[src/rtl/core/assert_macros.svh]
// Assertion macros shared by the keypad event engine RTL.
// No dependencies; assertions compile away when SYNTHESIS is defined.
`ifndef ASSERT_MACROS_SVH
`define ASSERT_MACROS_SVH

`ifndef SYNTHESIS

`define ASSERT_IMPLIES(lbl, clk, rst, ante, cons) \
   lbl: assert property (@(posedge clk) disable iff (rst) (ante) |-> (cons)) \
      else $error("assertion failed");

`define ASSERT_NEXT(lbl, clk, rst, ante, cons) \
   lbl: assert property (@(posedge clk) disable iff (rst) (ante) |=> (cons)) \
      else $error("assertion failed");

`else

`define ASSERT_IMPLIES(lbl, clk, rst, ante, cons)

`define ASSERT_NEXT(lbl, clk, rst, ante, cons)

`endif

`endif

[src/rtl/core/kde_pkg.sv]
// Types, codes and constants of the keypad event engine.
// No dependencies.
package kde_pkg;

   localparam int KEY_W = 3;
   localparam int SEQ_W = 32;
   localparam int LEVEL_W = 8;
   localparam int PERIOD_W = 16;
   localparam int EXP_W = 3;
   localparam int PORT_KEYS = 6;
   localparam int CSR_DATA_W = 16;
   localparam int CSR_INDEX_W = 3;

   localparam logic [LEVEL_W-1:0] DEBOUNCE_FULL_RST = 8'd4;
   localparam logic [PERIOD_W-1:0] REPEAT_PERIOD_RST = 16'd200;
   localparam logic [EXP_W-1:0] LONG_COUNT_RST = 3'd5;
   localparam logic [LEVEL_W-1:0] LEVEL_RST = DEBOUNCE_FULL_RST >> 1;
   localparam logic [SEQ_W-1:0] NEXT_SEQ_RST = 32'd1;

   typedef enum logic {
      OP_SCAN = 1'b0,
      OP_TICK = 1'b1
   } op_type;

   typedef enum logic [2:0] {
      EV_PRESS   = 3'd0,
      EV_RELEASE = 3'd1,
      EV_SHORT   = 3'd2,
      EV_LONG    = 3'd3,
      EV_REPEAT  = 3'd4
   } kind_type;

   typedef enum logic [CSR_INDEX_W-1:0] {
      CSR_DEBOUNCE_FULL   = 3'd0,
      CSR_REPEAT_PERIOD   = 3'd1,
      CSR_LONG_COUNT      = 3'd2,
      CSR_INVERT_MASK     = 3'd3,
      CSR_VIBRO_ENABLE    = 3'd4,
      CSR_VIBRO_TYPE_MASK = 3'd5
   } csr_index_type;

   typedef struct packed {
      logic [LEVEL_W-1:0]   debounce_full;
      logic [PERIOD_W-1:0]  repeat_period;
      logic [EXP_W-1:0]     long_count;
      logic [PORT_KEYS-1:0] invert_mask;
      logic                 vibro_enable;
      logic [4:0]           vibro_type_mask;
   } cfg_type;

   // Up to two events per key and word: a (press/short/long/repeat), b (release).
   typedef struct packed {
      logic             a_valid;
      kind_type         a_kind;
      logic             a_vibro;
      logic             b_valid;
      logic             b_vibro;
      logic [SEQ_W-1:0] seq;
   } lane_event_type;

   // Expander pin map: ports 2 and 3 are swapped.
   function automatic logic [2:0] port_bit(input int unsigned key);
      logic [2:0] b;
      case (key)
         2: b = 3'd3;
         3: b = 3'd2;
         default: b = 3'(key);
      endcase
      return b;
   endfunction

   function automatic logic vibro_of(input kind_type kind, input cfg_type cfg);
      logic v;
      case (kind)
         EV_PRESS:   v = cfg.vibro_enable & cfg.vibro_type_mask[0];
         EV_RELEASE: v = cfg.vibro_enable & cfg.vibro_type_mask[1];
         EV_SHORT:   v = cfg.vibro_enable & cfg.vibro_type_mask[2];
         default:    v = 1'b0;
      endcase
      return v;
   endfunction

endpackage

[src/rtl/core/kde_lane.sv]
// One key lane: debounce integrator, stable level, press timer and sequence.
// Depends on kde_pkg.
module kde_lane
   import kde_pkg::*;
(
   input  logic                 clock,
   input  logic                 reset,
   input  cfg_type              cfg,
   input  logic                 accept,
   input  op_type               opcode,
   input  logic                 raw,
   input  logic [SEQ_W-1:0]     seq_base,
   input  logic [KEY_W:0]       seq_offset,
   output logic                 press,
   output lane_event_type       events
);

   logic                stable_ff, stable_in;
   logic [LEVEL_W-1:0]  level_ff, level_in;
   logic [EXP_W-1:0]    expiry_ff, expiry_in;
   logic                running_ff, running_in;
   logic [PERIOD_W-1:0] elapsed_ff, elapsed_in;
   logic [SEQ_W-1:0]    seq_ff, seq_in;

   logic [LEVEL_W-1:0]  d;
   logic                at_rail;
   logic [PERIOD_W:0]   e;
   logic [EXP_W-1:0]    exp_inc;
   logic [SEQ_W-1:0]    seq_new;

   always_comb begin
      if (raw) begin
         d = (level_ff < cfg.debounce_full) ? level_ff + 8'd1 : level_ff;
      end else begin
         d = (level_ff != '0) ? level_ff - 8'd1 : level_ff;
      end
      at_rail = !((d != '0) && (d < cfg.debounce_full));
      e = {1'b0, elapsed_ff} + 17'd1;
      exp_inc = expiry_ff + 3'd1;
      seq_new = seq_base + SEQ_W'(seq_offset);
      press = accept && (opcode == OP_SCAN) && at_rail && raw && !stable_ff;
   end

   always_comb begin
      stable_in = stable_ff;
      level_in = level_ff;
      expiry_in = expiry_ff;
      running_in = running_ff;
      elapsed_in = elapsed_ff;
      seq_in = seq_ff;
      events = '0;
      events.a_kind = EV_PRESS;
      events.seq = seq_ff;
      if (accept) begin
         case (opcode)
            OP_SCAN: begin
               level_in = d;
               if (at_rail && (raw != stable_ff)) begin
                  stable_in = raw;
                  elapsed_in = '0;
                  if (raw) begin
                     seq_in = seq_new;
                     running_in = 1'b1;
                     events.a_valid = 1'b1;
                     events.a_kind = EV_PRESS;
                     events.seq = seq_new;
                  end else begin
                     running_in = 1'b0;
                     events.a_valid = (expiry_ff < cfg.long_count);
                     events.a_kind = EV_SHORT;
                     events.b_valid = 1'b1;
                     expiry_in = '0;
                  end
               end
            end
            OP_TICK: begin
               if (running_ff) begin
                  if (e < {1'b0, cfg.repeat_period}) begin
                     elapsed_in = e[PERIOD_W-1:0];
                  end else begin
                     elapsed_in = '0;
                     if (expiry_ff < cfg.long_count) begin
                        expiry_in = exp_inc;
                        events.a_valid = (exp_inc == cfg.long_count);
                        events.a_kind = EV_LONG;
                     end else begin
                        events.a_valid = 1'b1;
                        events.a_kind = EV_REPEAT;
                     end
                  end
               end
            end
            default: begin
            end
         endcase
      end
      events.a_vibro = vibro_of(events.a_kind, cfg);
      events.b_vibro = vibro_of(EV_RELEASE, cfg);
   end

   always_ff @(posedge clock) begin
      if (reset) begin
         stable_ff <= 1'b0;
         level_ff <= LEVEL_RST;
         expiry_ff <= '0;
         running_ff <= 1'b0;
         elapsed_ff <= '0;
         seq_ff <= '0;
      end else begin
         stable_ff <= stable_in;
         level_ff <= level_in;
         expiry_ff <= expiry_in;
         running_ff <= running_in;
         elapsed_ff <= elapsed_in;
         seq_ff <= seq_in;
      end
   end

endmodule

[src/rtl/core/kde_merge.sv]
// Merge stage: holds one word's lane events and sends them out in key order.
// Depends on kde_pkg and assert_macros.svh.
`include "assert_macros.svh"

module kde_merge
   import kde_pkg::*;
#(
   parameter int NUM_KEYS = 6
) (
   input  logic                            clock,
   input  logic                            reset,
   input  logic                            load,
   input  lane_event_type [NUM_KEYS-1:0]   events,
   output logic                            busy,
   output logic                            rsp_valid,
   input  logic                            rsp_stall,
   output logic [KEY_W-1:0]                rsp_key_index,
   output logic [2:0]                      rsp_event_kind,
   output logic [SEQ_W-1:0]                rsp_sequence_number,
   output logic                            rsp_vibro_pulse,
   output logic                            rsp_last_event
);

   localparam int SLOTS = 2 * NUM_KEYS;

   logic [SLOTS-1:0]               pend_ff, pend_in;
   lane_event_type [NUM_KEYS-1:0]  rec_ff;
   logic [SLOTS-1:0]               new_mask;
   logic [SLOTS-1:0]               sel_onehot;
   logic [KEY_W-1:0]               sel_key;
   kind_type                       sel_kind;
   logic [SEQ_W-1:0]               sel_seq;
   logic                           sel_vibro;
   logic                           sel_last;
   logic                           emit;

   logic                           valid_ff, valid_in;
   logic [KEY_W-1:0]               key_ff;
   kind_type                       kind_ff;
   logic [SEQ_W-1:0]               seq_ff;
   logic                           vibro_ff;
   logic                           last_ff;

   always_comb begin
      for (int k = 0; k < NUM_KEYS; k++) begin
         new_mask[2*k] = events[k].a_valid;
         new_mask[2*k+1] = events[k].b_valid;
      end
   end

   // lowest pending slot wins
   always_comb begin
      sel_onehot = '0;
      sel_key = '0;
      sel_kind = EV_PRESS;
      sel_seq = '0;
      sel_vibro = 1'b0;
      for (int i = SLOTS - 1; i >= 0; i--) begin
         if (pend_ff[i]) begin
            sel_onehot = SLOTS'(1) << i;
            sel_key = KEY_W'(i >> 1);
            sel_seq = rec_ff[i >> 1].seq;
            if ((i % 2) == 1) begin
               sel_kind = EV_RELEASE;
               sel_vibro = rec_ff[i >> 1].b_vibro;
            end else begin
               sel_kind = rec_ff[i >> 1].a_kind;
               sel_vibro = rec_ff[i >> 1].a_vibro;
            end
         end
      end
      sel_last = ((pend_ff & ~sel_onehot) == '0);
      emit = (pend_ff != '0) && (!valid_ff || !rsp_stall);
      busy = (pend_ff != '0) && !(emit && sel_last);
   end

   always_comb begin
      pend_in = pend_ff;
      if (emit) begin
         pend_in = pend_ff & ~sel_onehot;
      end
      if (load) begin
         pend_in = new_mask;
      end
      valid_in = valid_ff && rsp_stall;
      if (emit) begin
         valid_in = 1'b1;
      end
   end

   always_ff @(posedge clock) begin
      if (reset) begin
         pend_ff <= '0;
         valid_ff <= 1'b0;
      end else begin
         pend_ff <= pend_in;
         valid_ff <= valid_in;
      end
   end

   always_ff @(posedge clock) begin
      if (load) begin
         rec_ff <= events;
      end
      if (emit) begin
         key_ff <= sel_key;
         kind_ff <= sel_kind;
         seq_ff <= sel_seq;
         vibro_ff <= sel_vibro;
         last_ff <= sel_last;
      end
   end

   assign rsp_valid = valid_ff;
   assign rsp_key_index = key_ff;
   assign rsp_event_kind = kind_ff;
   assign rsp_sequence_number = seq_ff;
   assign rsp_vibro_pulse = vibro_ff;
   assign rsp_last_event = last_ff;

   `ASSERT_IMPLIES(a_load_when_free, clock, reset, load, (pend_ff == '0) || (emit && sel_last))
   `ASSERT_NEXT(a_last_marked, clock, reset, emit && sel_last, rsp_valid && rsp_last_event)
   `ASSERT_NEXT(a_pend_hold, clock, reset, !load && !emit, pend_ff == $past(pend_ff))
   `ASSERT_IMPLIES(a_more_pending, clock, reset, rsp_valid && !rsp_last_event, pend_ff != '0)

endmodule

[src/rtl/core/keypad_debounce_event_generator_core.sv]
// Keypad event engine: NUM_KEYS lanes debounce keys read from an 8-bit expander
// port (pins 2 and 3 swapped, per-key inversion) and time held keys. A scan word
// yields Press, or Short (unless Long was reached) then Release, per changed key;
// a tick word yields Long or Repeat per expiring key. Events leave one per cycle
// in key order while rsp_stall is low, the last one of a word flagged. A word is
// taken when req_stall is low; the merge stage holds one word's events, so a
// word with n events (n up to 2*NUM_KEYS) keeps req_stall high until its last
// event leaves the merge stage, and words without events go at one per cycle.
// Depends on kde_pkg, kde_lane and kde_merge.
module keypad_debounce_event_generator_core
   import kde_pkg::*;
#(
   parameter int NUM_KEYS = 6
) (
   input  logic                    clock,
   input  logic                    reset,
   input  logic                    csr_write_enable,
   input  logic [CSR_INDEX_W-1:0]  csr_index,
   input  logic [CSR_DATA_W-1:0]   csr_wdata,
   input  logic                    req_valid,
   output logic                    req_stall,
   input  logic                    req_opcode,
   input  logic [7:0]              req_port_sample,
   output logic                    rsp_valid,
   input  logic                    rsp_stall,
   output logic [KEY_W-1:0]        rsp_key_index,
   output logic [2:0]              rsp_event_kind,
   output logic [SEQ_W-1:0]        rsp_sequence_number,
   output logic                    rsp_vibro_pulse,
   output logic                    rsp_last_event
);

   cfg_type                        cfg_ff, cfg_in;
   logic [SEQ_W-1:0]               next_seq_ff, next_seq_in;
   logic                           accept;
   logic                           busy;
   op_type                         opcode;
   logic [NUM_KEYS-1:0]            raw;
   logic [NUM_KEYS-1:0]            press;
   logic [KEY_W:0]                 offset [NUM_KEYS];
   logic [KEY_W:0]                 press_total;
   lane_event_type [NUM_KEYS-1:0]  events;

   assign accept = req_valid && !busy;
   assign req_stall = busy;
   assign opcode = op_type'(req_opcode);

   always_comb begin
      cfg_in = cfg_ff;
      if (csr_write_enable) begin
         case (csr_index)
            CSR_DEBOUNCE_FULL:   cfg_in.debounce_full = csr_wdata[LEVEL_W-1:0];
            CSR_REPEAT_PERIOD:   cfg_in.repeat_period = csr_wdata[PERIOD_W-1:0];
            CSR_LONG_COUNT:      cfg_in.long_count = csr_wdata[EXP_W-1:0];
            CSR_INVERT_MASK:     cfg_in.invert_mask = csr_wdata[PORT_KEYS-1:0];
            CSR_VIBRO_ENABLE:    cfg_in.vibro_enable = csr_wdata[0];
            CSR_VIBRO_TYPE_MASK: cfg_in.vibro_type_mask = csr_wdata[4:0];
            default: begin
            end
         endcase
      end
   end

   always_ff @(posedge clock) begin
      if (reset) begin
         cfg_ff.debounce_full <= DEBOUNCE_FULL_RST;
         cfg_ff.repeat_period <= REPEAT_PERIOD_RST;
         cfg_ff.long_count <= LONG_COUNT_RST;
         cfg_ff.invert_mask <= '0;
         cfg_ff.vibro_enable <= 1'b0;
         cfg_ff.vibro_type_mask <= '0;
         next_seq_ff <= NEXT_SEQ_RST;
      end else begin
         cfg_ff <= cfg_in;
         next_seq_ff <= next_seq_in;
      end
   end

   // press numbers are handed out in key order within a word
   always_comb begin
      press_total = '0;
      for (int k = 0; k < NUM_KEYS; k++) begin
         offset[k] = press_total;
         press_total = press_total + (KEY_W + 1)'(press[k]);
      end
      next_seq_in = next_seq_ff + SEQ_W'(press_total);
   end

   for (genvar k = 0; k < NUM_KEYS; k++) begin : g_lane
      if (k < PORT_KEYS) begin : g_port
         assign raw[k] = req_port_sample[port_bit(k)] ^ cfg_ff.invert_mask[k];
      end else begin : g_none
         assign raw[k] = 1'b0;
      end

      kde_lane u_lane (
         .clock      (clock),
         .reset      (reset),
         .cfg        (cfg_ff),
         .accept     (accept),
         .opcode     (opcode),
         .raw        (raw[k]),
         .seq_base   (next_seq_ff),
         .seq_offset (offset[k]),
         .press      (press[k]),
         .events     (events[k])
      );
   end

   kde_merge #(
      .NUM_KEYS (NUM_KEYS)
   ) u_merge (
      .clock               (clock),
      .reset               (reset),
      .load                (accept),
      .events              (events),
      .busy                (busy),
      .rsp_valid           (rsp_valid),
      .rsp_stall           (rsp_stall),
      .rsp_key_index       (rsp_key_index),
      .rsp_event_kind      (rsp_event_kind),
      .rsp_sequence_number (rsp_sequence_number),
      .rsp_vibro_pulse     (rsp_vibro_pulse),
      .rsp_last_event      (rsp_last_event)
   );

endmodule

[config.mk]
export PLATFORM = sky130hd
export DESIGN_NAME = keypad_debounce_event_generator_core
export DESIGN_NICKNAME = d
export VERILOG_FILES = /design/src/rtl/core/kde_pkg.sv /design/src/rtl/core/kde_lane.sv /design/src/rtl/core/kde_merge.sv /design/src/rtl/core/keypad_debounce_event_generator_core.sv
export VERILOG_INCLUDE_DIRS = /design/src /design/src/rtl/core
export SDC_FILE = /design/constraint.sdc
export NUM_CORES = 2
export LEC_CHECK = 0
export BUFFER_PORTS_ARGS = -buffer_cell sky130_fd_sc_hd__buf_2
export CORE_MARGIN = 1
export CORE_UTILIZATION = 50
export CTS_CLUSTER_DIAMETER = 50
export DETAILED_ROUTE_END_ITERATION = 16
export GPL_TIMING_DRIVEN = 0
export PLACE_DENSITY = 0.68
export SETUP_SLACK_MARGIN = 0.4
export SLEW_MARGIN = 20
export SYNTH_ARGS = -nofsm -noshare
export SYNTH_HDL_FRONTEND = slang
export SYNTH_SLANG_ARGS = --single-unit
[constraint.sdc]
create_clock -name clock -period 13.6 [get_ports clock]
set_input_delay 0.68 -clock clock [delete_from_list [all_inputs] [get_ports clock]]
set_output_delay 0.68 -clock clock [all_outputs]
set_load 0.03 [all_outputs]
# ---- Yosys cells after proc, flatten, opt, wreduce, memory -nomap -nowiden
# Cells that the tools add are included.
# W data, S select, Z words.
dict set report op_classes {
  addsub 35
  n_lt_le_gt_ge 24
  eq_ne 59
  mux 229
  n_bitwise 12
  n_reduce_logical 103
}
# operator count
set op_table {}
lappend op_table {{$mux W32} 30}
lappend op_table {{$mux W16} 18}
lappend op_table {{$pmux W16 S2} 6}
lappend op_table {{$mux W12} 14}
lappend op_table {{$mux W4} 36}
lappend op_table {{$mux W8} 18}
lappend op_table {{$mux W3} 45}
lappend op_table {{$add A16 B1 Y17 const B} 6}
lappend op_table {{$lt A17 B16 Y1} 6}
lappend op_table {{$add A32 B4 Y32} 3}
lappend op_table {{$lt A8 B8 Y1} 12}
lappend op_table {{$reduce_bool A8 Y1} 12}
lappend op_table {{$add A8 B1 Y8 const B} 6}
lappend op_table {{$pmux W4 S2} 6}
lappend op_table {{$sub A8 B1 Y8 const B} 6}
lappend op_table {{$mux W1} 40}
lappend op_table {{$logic_and A1 B1 Y1} 36}
lappend op_table {{$pmux W3 S2} 6}
lappend op_table {{$reduce_and A3 Y1} 12}
lappend op_table {{$reduce_and A6 Y1} 6}
lappend op_table {{$ne A2 B1 Y1 const B} 17}
lappend op_table {{$add A32 B1 Y32} 1}
lappend op_table {{$add A32 B2 Y32} 1}
lappend op_table {{$add A32 B3 Y32} 1}
lappend op_table {{other kinds (29)} 118}
dict set report totals {
  register_bits 705
  output_inout_bits 42
  elab_cells 533
}

# ---- Logic depth before layout (Yosys ltp)
dict set report logic_depth {
  word_depth 32
  depth_mapped 33
  ltp_nobuf 33
}

# ---- By module
# From an unflattened synthesis, not the netlist that was laid out.
dict set report unflattened {
  hier_cells 4857
  area_unflattened_um2 43767.0
}
# mod n_inst cells_per_inst area_each_um2 seq_area_each_um2
set modules_own_cells {}
lappend modules_own_cells {{kde_lane (g_lane[0].u_lane ...)} 4 634 4963.5 1201.2}
lappend modules_own_cells {kde_merge 1 709 10704.0 8127.8}
lappend modules_own_cells {{kde_lane (g_lane[5].u_lane)} 1 599 4966.0 1201.2}
lappend modules_own_cells {{kde_lane (g_lane[2].u_lane)} 1 638 4902.2 1201.2}
lappend modules_own_cells {keypad_debounce_event_generator_core 1 375 3340.7 1421.4}

# ---- Least setup slack after synthesis
# No wires, ideal clock.
dict set report synth_path {
  path_type {reg2reg}
  from {reg u_merge.pend_ff[1]}
  to {reg g_lane[5].u_lane.seq_ff[29]}
  t_arrival_ps 13008
  required_time_ps 13530
  setup_slack_ps 522
  stages_incl_launch_ff 27
  synth_period_minus_slack_ps 13078
  cell_sequence {dfxtp_1 buf_2 or4_1 buf_4 o41ai_4 o2111ai_4 o31ai_2 nand2_2 inv_2 clkbuf_1 nand3_1 fa_1 inv_1 ha_1 fa_1 ha_1 ha_1 a21o_1 a21oi_1 nor2b_1 o211ai_1 or2_2 nor2_1 nand2_1 xor2_1 or3_1 a21oi_1}
}
dict set report synth_via {
  elab_chain_cells 22
  word_cells_on_any_way 36
  classes_between {add/sub: 5; mux: 5; bitwise: 2; reduce/logical: 24}
}
# item line
set synth_rtl {}
lappend synth_rtl {{from (decl)} kde_merge.sv:26} ;# logic [SLOTS-1:0] pend_ff, pend_in;
lappend synth_rtl {{from (signal assigned)} kde_merge.sv:96} ;# pend_ff <= pend_in;
lappend synth_rtl {{$mux W12 (2 in a row)} kde_merge.sv:59} ;# if (pend_ff[i]) begin
lappend synth_rtl {{$not A12 Y12} kde_merge.sv:72} ;# sel_last = ((pend_ff & ~sel_onehot) == '0);
lappend synth_rtl {{$and A12 B12 Y12} kde_merge.sv:72}
lappend synth_rtl {{$logic_not A12 Y1} kde_merge.sv:72}
lappend synth_rtl {{$logic_and A1 B1 Y1} kde_merge.sv:74} ;# busy = (pend_ff != '0) && !(emit && sel_last);
lappend synth_rtl {{$logic_not A1 Y1} kde_merge.sv:74}
lappend synth_rtl {{$logic_and A1 B1 Y1 *} kde_merge.sv:74}
lappend synth_rtl {{$logic_not A1 Y1 *} keypad_debounce_event_generator_core.sv:44} ;# assign accept = req_valid && !busy;
lappend synth_rtl {{$logic_and A1 B1 Y1 *} keypad_debounce_event_generator_core.sv:44}
lappend synth_rtl {{$logic_and A1 B1 Y1 (4 in a row)} kde_lane.sv:41} ;# press = accept && (opcode == OP_SCAN) && at_rail && raw && !stable_ff;
lappend synth_rtl {{$add A1 B1 Y2} keypad_debounce_event_generator_core.sv:84} ;# press_total = press_total + (KEY_W + 1)'(press[k]);
lappend synth_rtl {{$add A2 B1 Y3} keypad_debounce_event_generator_core.sv:84}
lappend synth_rtl {{$add A3 B1 Y4} keypad_debounce_event_generator_core.sv:84}
lappend synth_rtl {{$add A4 B1 Y4} keypad_debounce_event_generator_core.sv:84}
lappend synth_rtl {{$add A32 B4 Y32} kde_lane.sv:40} ;# seq_new = seq_base + SEQ_W'(seq_offset);
lappend synth_rtl {{$mux W32 (3 in a row)} n/a}
lappend synth_rtl {{to (signal assigned)} kde_lane.sv:115} ;# seq_ff <= seq_in;
lappend synth_rtl {{to (decl)} kde_lane.sv:23} ;# logic [SEQ_W-1:0] seq_ff, seq_in;
# Every way passes the cells marked *; elsewhere a longest branch is shown, timed or not.
# A chain may end at the register's enable or synchronous reset.

# ---- Final worst setup path
dict set report layout_path {
  from {reg cfg_ff[38] in the netlist's numbering}
  to {reg next_seq_ff[18]}
}
dict set report layout_via {
  elab_chain_cells 15
  word_cells_on_any_way 66
  classes_between {add/sub: 6; order compare: 12; mux: 12; reduce/logical: 36}
}
# item line
set layout_rtl {}
lappend layout_rtl {{from (decl)} keypad_debounce_event_generator_core.sv:33} ;# cfg_type cfg_ff, cfg_in;
lappend layout_rtl {{from (signal assigned)} keypad_debounce_event_generator_core.sv:74} ;# cfg_ff <= cfg_in;
lappend layout_rtl {{$lt A8 B8 Y1 *} kde_lane.sv:33} ;# d = (level_ff < cfg.debounce_full) ? level_ff + 8'd1 : level_ff;
lappend layout_rtl {{$mux W8 *} kde_lane.sv:33}
lappend layout_rtl {{$mux W8 *} kde_lane.sv:32} ;# if (raw) begin
lappend layout_rtl {{via g_lane[0].u_lane.d[3]} kde_lane.sv:25} ;# logic [LEVEL_W-1:0] d;
lappend layout_rtl {{$lt A8 B8 Y1 / $reduce_bool A8 Y1 (equally long branches)} kde_lane.sv:37} ;# at_rail = !((d != '0) && (d < cfg.debounce_full));
lappend layout_rtl {{$logic_and A1 B1 Y1 *} kde_lane.sv:37}
lappend layout_rtl {{$logic_not A1 Y1 *} kde_lane.sv:37}
lappend layout_rtl {{$logic_and A1 B1 Y1 * (3 in a row)} kde_lane.sv:41}
lappend layout_rtl {{$add A1 B1 Y2 *} keypad_debounce_event_generator_core.sv:84}
lappend layout_rtl {{$add A2 B1 Y3 *} keypad_debounce_event_generator_core.sv:84}
lappend layout_rtl {{$add A3 B1 Y4 *} keypad_debounce_event_generator_core.sv:84}
lappend layout_rtl {{$add A4 B1 Y4 * (2 in a row)} keypad_debounce_event_generator_core.sv:84}
lappend layout_rtl {{$add A32 B4 Y32 *} keypad_debounce_event_generator_core.sv:86} ;# next_seq_in = next_seq_ff + SEQ_W'(press_total);
lappend layout_rtl {{to (signal assigned)} keypad_debounce_event_generator_core.sv:75} ;# next_seq_ff <= next_seq_in;
lappend layout_rtl {{to (decl)} keypad_debounce_event_generator_core.sv:34} ;# logic [SEQ_W-1:0] next_seq_ff, next_seq_in;
# The timed path passes the listed nets; every way through them passes the cells marked *.

==> results.toml <==
[route]
drt-total-wl_um = 138000
vias = 37500
drt_iter0_markers = 4638
drtAntennaViolNets = 0
wl_per_cell_um = 22.9
drc = 0
avgViaCountPerCell = 6.24
dr.pass1.iters = 8

[worst_setup_path]
crit_required_ps = 14120
critPathBufInv = 3
r2r_start = "cfg_ff[38]$_SDFFE_PP0P_"
reg2regPathDepth = 30
path_max_fanout = 12
cp_data_arrival_time_ps = 10040
cp-end-kind = "register"
cp-start-kind = "register"
path_class = "reg -> reg"
cp_top_family = "compound AO/OA/AOI/OAI gates"
regToRegSetupSlack_ps = 4080
r2r_end = "next_seq_ff[18]$_SDFF_PP0_"
slowest_delay_ps = 630
critical-path-top-cell-by-count = "ha_1"
critPathSlowestCell = "inv_1"

[clock_tree]
htreeDepth = 3
cts_buffers = 98
cts_tree = "yes"
cts_hold_buf = 0
clock_latency_ps = 680
cts_root_buffer = "clkbuf_16"
cts.repair.resized = 0
cts_max_path_buffers = 3
cts.sink_count = 699
clk_pin_slew_ps = 60
cts_setup_buffers = 0

[placed_design]
portBuffers = 69
hpwl_um = 101000
dpl_cell_area_um2 = 43000
post-place-cells = 5825
gp_congestion = 1.01

[hold_path]
min_path_cells = 3
hold_start = "csr_wdata[12]"
min_path_type = "in -> reg"
whs_endpoint = "cfg_ff[27]$_SDFFE_PP0P_"

[synth]
synth_area_leaders = "dfxtp_1 21%, edfxtp_1 19%, ha_1 7.6%"
synth_ff_type = "dfxtp_1"
avgSynthCellArea_um2 = 8.78
syn_inst = 4690
syn_nets = 4979
synth_top_area_share_pct = 21.5
synth_area_um2 = 41200
synth_edf_count = 257
ys_ff_latch = 699
synth.distinct_cells = 107
async_flop_share_pct = 0
ys_seq_area_share_pct = 40.2
yosysWarnings = 0
synth_top_cell_by_area = "dfxtp_1"

[layout]
final_cell_count_no_fill = 6011
drive_above_1_share_pct = 8.97
design_area_um2 = 46400
num_antenna_cells = 0
final_net_count = 5154
area_delta_synth_final_pct = 12.7
nFillCells = 7265

[floorplanning]
rows = 104
fp.dieW_um = 289
die_h_um = 289
io_pins = 75
die_area_um2 = 83500
start_util_pct = 50.9
coreArea_um2 = 80900

[sta]
slew_viol_final = 0
fin_crit_ps = 9520
tns_ps = 0
rsz0062_at_grt = "no"
finalHoldViolCount = 0
slew_headroom_pct = 18.7
worst_clock_skew_ps = 36.8
setup_viol = 0
tightest_slew_ps = 1210
fin_crit_sh_pct = 70.0
timing.fmax_ghz = 0.105

[global_route]
grt_usage_pct = 32.5
grt_pass1_vias = 34500
antenna_found_initial = 2
grt-ovfl-total = 0
grt_start_max_net_pins = 54
grt_first_pass_wirelength_um = 208000

[power_and_ir_drop]
leakage_uw = 0.0173
powerDensity_nw_per_um2 = 159
vdd_drop_max_mv = 0.129

[job]
cap_violations = 0

[run_status]
outcome = "finished, final reports clean"
cell families (layout without fill, tap and decap cells):
kind of cell	after synthesis	count (layout)	synth area share (%)
buffers and inverters	406	667	3.96
XOR/XNOR	285	285	6.08
AND/OR/NAND/NOR	1773	1773	19.9
adder cells (fa/ha/maj)	257	257	7.93
flip-flops	699	699	40.2
AO/OA/AOI/OAI	1100	1100	17.4
multiplexers	170	170	4.40
layout by cell type (no fill, tap or decap), types with 98 or more instances in the layout:
cell type	count
xnor2_1	156
nor2_1	483
xor2_1	127
nor3_1	143
o21ai_0	226
ha_1	249
a21oi_1	333
buf_2	111
edfxtp_1	257
nand3_1	177
clkbuf_16	98
dfxtp_1	442
inv_1	102
a211oi_1	111
nand2_1	574
clkbuf_1	229
synth_stat cells, types with 112 or more instances:
cell type	n
edfxtp_1	257
nor2_1	483
a21oi_1	333
nand2_1	574
ha_1	249
clkbuf_1	218
o21ai_0	226
a211oi_1	112
xor2_1	128
nand3_1	177
dfxtp_1	442
xnor2_1	156
nor3_1	147
flip-flops by register name, summed over array words and instances (netlist names), 6 cells and up:
register,flops
cfg_ff,37
g_lane.u_lane.elapsed_ff,96
g_lane.u_lane.expiry_ff,18
g_lane.u_lane.level_ff,48
g_lane.u_lane.running_ff,6
g_lane.u_lane.seq_ff,192
next_seq_ff,32
u_merge.pend_ff,12
u_merge.rec_ff,217
u_merge.rsp_sequence_number,32
through the flow:
stage	setup WS [ps]	util [%]	total power [uW]	hold slack [ps]
after CTS	4260	57.3	7300	229
after detailed placement	4330	53.1	4740	443
after global routing	3730	57.3	7640	249
after floorplan	522	-	4040	428
final	4080	57.3	7360	248
after global placement	-5380	52.9	4730	436
power by group:
part	switching, uW	internal [uW]	leakage, uW
logic	1520	620	0.00948
registers	128	2500	0.00619
clock network	1050	1540	0.00163
how the worst max path moves through the flow:
stage / from / slack (ps) / cells past startpoint / endpoint
6_report: cfg_ff[38]$_SDFFE_PP0P_ / 4080 / 30 / next_seq_ff[18]$_SDFF_PP0_
5_1_grt: cfg_ff[36]$_SDFFE_PP0P_ / 3730 / 29 / next_seq_ff[25]$_SDFF_PP0_
4_1_cts: cfg_ff[38]$_SDFFE_PP0P_ / 4260 / 30 / next_seq_ff[18]$_SDFF_PP0_
3_5_place_dp: cfg_ff[38]$_SDFFE_PP0P_ / 4330 / 30 / next_seq_ff[18]$_SDFF_PP0_
3_3_place_gp: u_merge.pend_ff[2]$_SDFFE_PP0P_ / -5380 / 25 / next_seq_ff[28]$_SDFF_PP0_
2_1_floorplan: u_merge.pend_ff[1]$_SDFFE_PP0P_ / 520 / 26 / g_lane[5].u_lane.seq_ff[29]$_SDFFE_PP0N_
cell type report:
| cell class | count | area [um^2] | share of cell area [%] |
|---|---|---|---|
| inverters | 106 | 398 | 0.858 |
| clock buffers | 127 | 2700 | 5.83 |
| well taps | 1060 | 1330 | 2.86 |
| clock inverters | 59 | 641 | 1.38 |
| plain buffers | 300 | 1240 | 2.67 |
| repair buffers | 75 | 475 | 1.03 |
| multi-input cells | 3585 | 23000 | 49.7 |
| flip-flops and latches | 699 | 16600 | 35.7 |
worst reg2reg max path, delay by kind of cell (launching register included):
family                     cells  cell delay [ps]
AOI/OAI and AO/OA             10             3470
xor gates and xnor gates       1              150
adders and majority gates      8             3080
buffers and inverters          3              950
DFF                            1              310
and+or+nand+nor                8             1430
metal layers:
layer | track usage [%] | part of all wire, % | vias up
met2 | 48.6 | 42 | 1966
li1 | - | - | 17400
met1 | 45.9 | 43 | 17800
met3 | 6.69 | 11 | 390
met4 | 12.6 | 4.2 | 0
met5 | 0 | 0 | -
No activity file was read; power rests on OpenSTA's default activity.
